$ cat src/sv/tgi_pkg.sv
// ----------------------------------------------------------------------------
// tgi_pkg: shared definitions of the trilinear grid interpolator
// Grid geometry, datapath widths, register indexes and the structs that
// pass between the register bank, the axis mappers and the top level.
// ----------------------------------------------------------------------------
package tgi_pkg;

   // grid geometry
   localparam int ALPHA_POINTS = 16;
   localparam int THETA_POINTS = 16;
   localparam int Q_POINTS     = 16;

   localparam int TABLE_DEPTH = 4096;
   localparam int ADDR_W      = $clog2(TABLE_DEPTH);

   localparam int MAXP_AT = (ALPHA_POINTS > THETA_POINTS) ? ALPHA_POINTS : THETA_POINTS;
   localparam int MAXP    = (MAXP_AT > Q_POINTS) ? MAXP_AT : Q_POINTS;
   // an axis index never exceeds points-1
   localparam int IDX_W   = $clog2(MAXP);
   localparam int FLAT_W  = (3 * IDX_W > ADDR_W) ? 3 * IDX_W : ADDR_W;

   // datapath widths
   localparam int COORD_W = 32;
   localparam int SCALE_W = 24;
   localparam int HALF_W  = 31;
   localparam int FRAC_W  = 16;
   localparam int WGT_W   = FRAC_W + 1;
   localparam int DIFF_W  = COORD_W + 1;
   localparam int P_W     = DIFF_W + SCALE_W + 1;
   localparam int IP_W    = P_W - 2 * FRAC_W;
   localparam int PROD_W  = COORD_W + WGT_W + 1;
   localparam int TERM_W  = PROD_W - FRAC_W;
   localparam int SUM_W   = TERM_W + 3;

   localparam logic [WGT_W-1:0] WGT_ONE = WGT_W'(1) << FRAC_W;

   // transaction opcodes
   localparam logic OP_WRITE = 1'b0;
   localparam logic OP_QUERY = 1'b1;

   // register indexes
   localparam int CSR_IDX_W = 3;
   typedef enum logic [CSR_IDX_W-1:0] {
      CSR_ALPHA_ORIGIN        = 3'd0,
      CSR_THETA_ORIGIN        = 3'd1,
      CSR_Q_ORIGIN            = 3'd2,
      CSR_ALPHA_SCALE         = 3'd3,
      CSR_THETA_SCALE         = 3'd4,
      CSR_Q_SCALE             = 3'd5,
      CSR_TARGET_ALPHA_HALF   = 3'd6,
      CSR_TARGET_THETA_Q_HALF = 3'd7
   } csr_index_type;

   typedef struct packed {
      logic signed [COORD_W-1:0] alpha_origin;
      logic signed [COORD_W-1:0] theta_origin;
      logic signed [COORD_W-1:0] q_origin;
      logic [SCALE_W-1:0]        alpha_scale;
      logic [SCALE_W-1:0]        theta_scale;
      logic [SCALE_W-1:0]        q_scale;
      logic [HALF_W-1:0]         target_alpha_half;
      logic [HALF_W-1:0]         target_theta_q_half;
   } cfg_type;

   typedef struct packed {
      logic [IDX_W-1:0]  idx;
      logic [FRAC_W-1:0] frac;
      logic              clamp;
   } axis_type;

endpackage

$ cat src/sv/tgi_csr.sv
// ----------------------------------------------------------------------------
// tgi_csr: configuration register bank
// Eight registers written by index; all fields come out as one struct.
// ----------------------------------------------------------------------------
module tgi_csr (
   input  logic                          clock,
   input  logic                          reset,
   input  logic                          wr_en,
   input  logic [tgi_pkg::CSR_IDX_W-1:0] wr_index,
   input  logic [tgi_pkg::COORD_W-1:0]   wr_data,
   output tgi_pkg::cfg_type              cfg
);

   localparam int SCALE_W = tgi_pkg::SCALE_W;
   localparam int HALF_W  = tgi_pkg::HALF_W;

   tgi_pkg::cfg_type cfg_ff;
   tgi_pkg::cfg_type cfg_in;

   always_comb begin
      cfg_in = cfg_ff;
      if (wr_en) begin
         case (tgi_pkg::csr_index_type'(wr_index))
            tgi_pkg::CSR_ALPHA_ORIGIN:        cfg_in.alpha_origin = wr_data;
            tgi_pkg::CSR_THETA_ORIGIN:        cfg_in.theta_origin = wr_data;
            tgi_pkg::CSR_Q_ORIGIN:            cfg_in.q_origin     = wr_data;
            tgi_pkg::CSR_ALPHA_SCALE:         cfg_in.alpha_scale  = wr_data[SCALE_W-1:0];
            tgi_pkg::CSR_THETA_SCALE:         cfg_in.theta_scale  = wr_data[SCALE_W-1:0];
            tgi_pkg::CSR_Q_SCALE:             cfg_in.q_scale      = wr_data[SCALE_W-1:0];
            tgi_pkg::CSR_TARGET_ALPHA_HALF:   cfg_in.target_alpha_half = wr_data[HALF_W-1:0];
            tgi_pkg::CSR_TARGET_THETA_Q_HALF: cfg_in.target_theta_q_half = wr_data[HALF_W-1:0];
            default: cfg_in = cfg_ff;
         endcase
      end
   end

   always_ff @(posedge clock) begin
      if (reset) begin
         cfg_ff.alpha_origin        <= '0;
         cfg_ff.theta_origin        <= '0;
         cfg_ff.q_origin            <= '0;
         cfg_ff.alpha_scale         <= SCALE_W'(65536);
         cfg_ff.theta_scale         <= SCALE_W'(65536);
         cfg_ff.q_scale             <= SCALE_W'(65536);
         cfg_ff.target_alpha_half   <= HALF_W'(3277);   // 0.05 in Q16.16
         cfg_ff.target_theta_q_half <= HALF_W'(6554);   // 0.1 in Q16.16
      end else begin
         cfg_ff <= cfg_in;
      end
   end

   assign cfg = cfg_ff;

endmodule

$ cat config.mk
export PLATFORM = sky130hd
export DESIGN_NAME = tgi_csr
export DESIGN_NICKNAME = d
export VERILOG_FILES = /design/src/sv/tgi_pkg.sv /design/src/sv/tgi_csr.sv
export SDC_FILE = /design/constraint.sdc
export NUM_CORES = 1
export LEC_CHECK = 0
export ABC_AREA = 1
export ABC_CLOCK_PERIOD_IN_PS = 1200
export BUFFER_PORTS_ARGS = -buffer_cell sky130_fd_sc_hd__buf_2
export CORE_ASPECT_RATIO = 2
export CORE_MARGIN = 3
export CORE_UTILIZATION = 46
export DETAILED_ROUTE_END_ITERATION = 10
export MAX_ROUTING_LAYER = met4
export PLACE_DENSITY = 0.75
export SLEW_MARGIN = 20
export SYNTH_ARGS = -nofsm -noshare
export SYNTH_HDL_FRONTEND = slang
export SYNTH_SLANG_ARGS = --single-unit
$ cat constraint.sdc
create_clock -name clock -period 1.2 [get_ports clock]
set_clock_uncertainty 0.15 [all_clocks]
set_input_delay 0.24 -clock clock [delete_from_list [all_inputs] [get_ports clock]]
set_output_delay 0.24 -clock clock [all_outputs]
set_load 0.05 [all_outputs]
==> results.txt <==
- Counting flops and latches in the post-synthesis netlist gives between 200 and 250.
* Final antenna diode count: 0
* Slew @ Worst Pin: between 0.4 and 0.5 ns
- CP endpoint kind: output pin
- The library cell used most frequently in the layout, excluding fill and tap cells, is sky130_fd_sc_hd__nor2_1.
- Counting both buffers and inverters, the worst setup path holds a total of 1.
- The die covers between 20000 and 25000 µm².
* Worst Slack Setup Final: -0.230 ns
- In this run the worst path has a maximum fanout of 2.
- Counting cells, the worst reg-to-reg path comes to 4.
- The tool flagged a number of max-cap violations equal to 0.
- Final Core Density: 78.3%
* Height of the chip: between 200 and 250 µm
- Final Hold Vio Count: 0
* Ports: between 200 and 300
* Type of the worst min-delay path: input port to flip-flop
- Average wire per standard cell: 21.1 µm
* Core outline area: 18900 µm²
- STA puts the critical path data arrival time at approximately 1.0 ns.
* Synthesized area per cell: between 6 and 7 µm²
- Broken down by cell family, the worst path's largest delay share belongs to flip-flops.
- Once detail routing completed, the nets flagged for antenna violations numbered 0.
- For met1 alone, demand over resource in global routing was approximately a third.
- The final reports fail on negative setup slack.
- Category of the most critical setup path: flip-flop to output pin
* Number of library cell types mapped by synthesis: 13
* Worst stage delay on the critical path: between 0.3 and 0.4 ns
- Most frequent cells in the layout: 425 x sky130_fd_sc_hd__nor2_1, 274 x sky130_fd_sc_hd__nand2_1, 219 x sky130_fd_sc_hd__buf_8
* Worst slew margin relative to its limit: 68.5%
- Number of standard cells after synthesis: approximately 1.3k
* Yosys warning count: 0
* Post-route clock period utilization: 119%
- Die X: ~100 µm
- Summed over all instances, the cell type with the most area after synthesis is sky130_fd_sc_hd__dfxtp_1.
- Wire length of the first global-routing pass: roughly 57 mm
- Achievable clock frequency: roughly 700 MHz
- Entering global routing, the biggest net connects 56 pins.
- The worst path in the final design needs a cycle of around 1.4 ns, including I/O delays and setup.
- The share of total power dissipated in combinational logic is 19.7%.
- M3 GR Usage: under 10%
- In this run, flip-flops and latches consume between 40% and 50% of the power.
- The count of cells in the finished layout, fillers not included, comes to 1850.
- Setup repair after global routing missed its margin: true
- Power per standard cell area: roughly 1200 nW/µm²
- Routed WL: 39.1 mm
* Switching fraction of total power: 30.0%
* Cell count after placement: roughly 1.8k
* Detailed Routing Iterations Pass 1: 6
- For this run, the total global-route usage over all layers was measured as 35.9%.
- Once detailed placement completed, the half-perimeter wirelength came to around 22 mm.
- Input and output buffers added on the ports amount to around 270.
* Switching pwr: ~5.5 mW
* Clock net sink count: 230
- Setup violators final: 232
- After global routing, the most crowded layer is met2.
* Vias in the first global route: ~10k
- The register with the most flip-flops in the layout has 230 of them.
* CTS buffer count: 21
- Final TNS setup: -44.83 ns
- The longest clock path from root to sink contains 3 buffers.
- Number of vias per cell: 5.50
- Summing the sequential cell areas from Yosys gives between 50% and 60% of the chip area.
* Met2 usage in global routing: roughly 62%
- When the netlist entered floorplanning its net count stood at 1317.
- Clock Root Buffer: sky130_fd_sc_hd__clkbuf_16
* Proportion of layout cells with a drive suffix above 1: approximately two fifths
- Starting Density: between 40% and 50%
* Clock insertion delay at the later pin of the skew report: about 0.51 ns
* Data required time at the worst endpoint: between 0.8 and 0.9 ns
- Synthesized cell area: 8890 µm²
- P_int: 12.8 mW
- TritonCTS clock tree: built
- Sort of element at the start of the critical path: flip-flop
- For this design the static power due to leakage is around 6.6 nW.
* Placement Rows: 71
* Result of the run: finished with violations
- Summed over its instances, the top area cell type makes up approximately half of the synthesized netlist area.
* Number of logic stages on the critical path including buffering: 1
- At the end of routability-driven placement, the weighted congestion stood at around 0.9.
- In this run the number of H-tree levels came out at 1.
- The initial antenna violation count is 0.
- Yosys attributes the largest share of cell area to sky130_fd_sc_hd__dfxtp_1 52%, sky130_fd_sc_hd__nor2_1 18%, sky130_fd_sc_hd__nand2_1 12%, sky130_fd_sc_hd__nand3_1 12%, sky130_fd_sc_hd__buf_2 2.5%.
- Detailed Route Iter0 Violations: approximately 770
* Cells along the critical path: buf_8
- Across all layers, the routed design uses around 10k vias.
- For this run the aggregate overflow at the end of global routing stands at 0.
- Clock-pin slew on the worst setup and hold paths: around 0.06 ns
- Counting instances, the worst hold path has a depth of 5.
* Slowest CP cell: sky130_fd_sc_hd__dfxtp_4
- Area growth syn-to-layout: 66.6%
- Nets: between 1.5k and 2k
- The share of total power dissipated in the clock network is 35.6%.
- After detailed routing, the number of remaining DRC violations is 0.
* Worst IR drop on VDD: between 1.5 and 2 mV
* Pins Over Slew Limit: 0
stage by stage:
stage                     hold slack (ns)  cell area [µm²]  worst slack [ns]  total power [mW]
final                              0.0648            14800            -0.230              18.4
after global routing               0.0604            14800            -0.254              18.9
after CTS                         0.00665            14500            -0.230              18.1
after detailed placement            0.290            11200            -0.232              11.1
after global placement              0.285            11200            -0.197              11.1
after floorplan                     0.216             8900           0.00249              10.1
final timing paths:
check                         endpoint  slack (ns)                  start
setup / recovery              cfg[177]       -0.23  cfg[177]$_SDFFE_PP0P_
hold reg to reg   cfg[42]$_SDFFE_PP1P_        0.32   cfg[42]$_SDFFE_PP1P_
setup reg to reg  cfg[38]$_SDFFE_PP1P_        0.22   cfg[38]$_SDFFE_PP1P_
hold / removal    cfg[28]$_SDFFE_PP0P_        0.06            wr_data[28]
power by group through the flow:
stage | logic, mW | registers, mW | clock network, mW
finish | 3.62 | 8.20 | 6.53
global placement | 2.84 | 8.22 | 0
detailed placement | 2.87 | 8.23 | 0
global route | 3.78 | 8.22 | 6.87
floorplan | 0.942 | 9.13 | 0
CTS | 3.42 | 8.20 | 6.52
logic make-up (layout without fill, tap and decap cells):
group                  count (synthesis)  in the layout  synth area share, %
AOI/OAI and AO/OA                      3              3                0.169
DFF                                  230            230                 51.8
and+or+nand+nor                      919            919                 41.8
buffers and inverters                127            443                 6.23
what timing repair did:
| action | 4_1_cts | 5_1_grt |
|---|---|---|
| pin swaps | 0 | 5 |
| buffers inserted | 10 | 16 |
| resized for setup | 895 | 54 |
| hold buffers | 15 | 0 |
| setup endpoints to repair | 230 | 247 |
| hold endpoints to repair | 28 | 0 |
cell type report:
cell class | instances | area, µm²
clock buffers | 28 | 602
fillers | 1125 | 4100
flip-flops and latches | 230 | 4950
repair buffers | 367 | 4930
multi-input cells | 922 | 3810
inverters | 40 | 163
well taps | 255 | 319
clock inverters | 8 | 50.0
synth_stat cells:
cell type                    n
sky130_fd_sc_hd__nor2_2      5
sky130_fd_sc_hd__buf_4       6
sky130_fd_sc_hd__inv_2       3
sky130_fd_sc_hd__dfxtp_1   230
sky130_fd_sc_hd__nand2_1   275
sky130_fd_sc_hd__clkbuf_1   31
sky130_fd_sc_hd__nand3_1   206
sky130_fd_sc_hd__clkinv_1    1
sky130_fd_sc_hd__nor2_1    433
sky130_fd_sc_hd__o21ai_0     3
sky130_fd_sc_hd__buf_1       6
sky130_fd_sc_hd__buf_2      44
sky130_fd_sc_hd__inv_1      36
per-layer routing:
metal | routed length [µm] | vias up
met5 | 0 | -
met4 | 4170 | 0
met3 | 2950 | 249
met2 | 20000 | 665
met1 | 12000 | 4671
li1 | - | 4585
(Power assumes the default switching activity.)
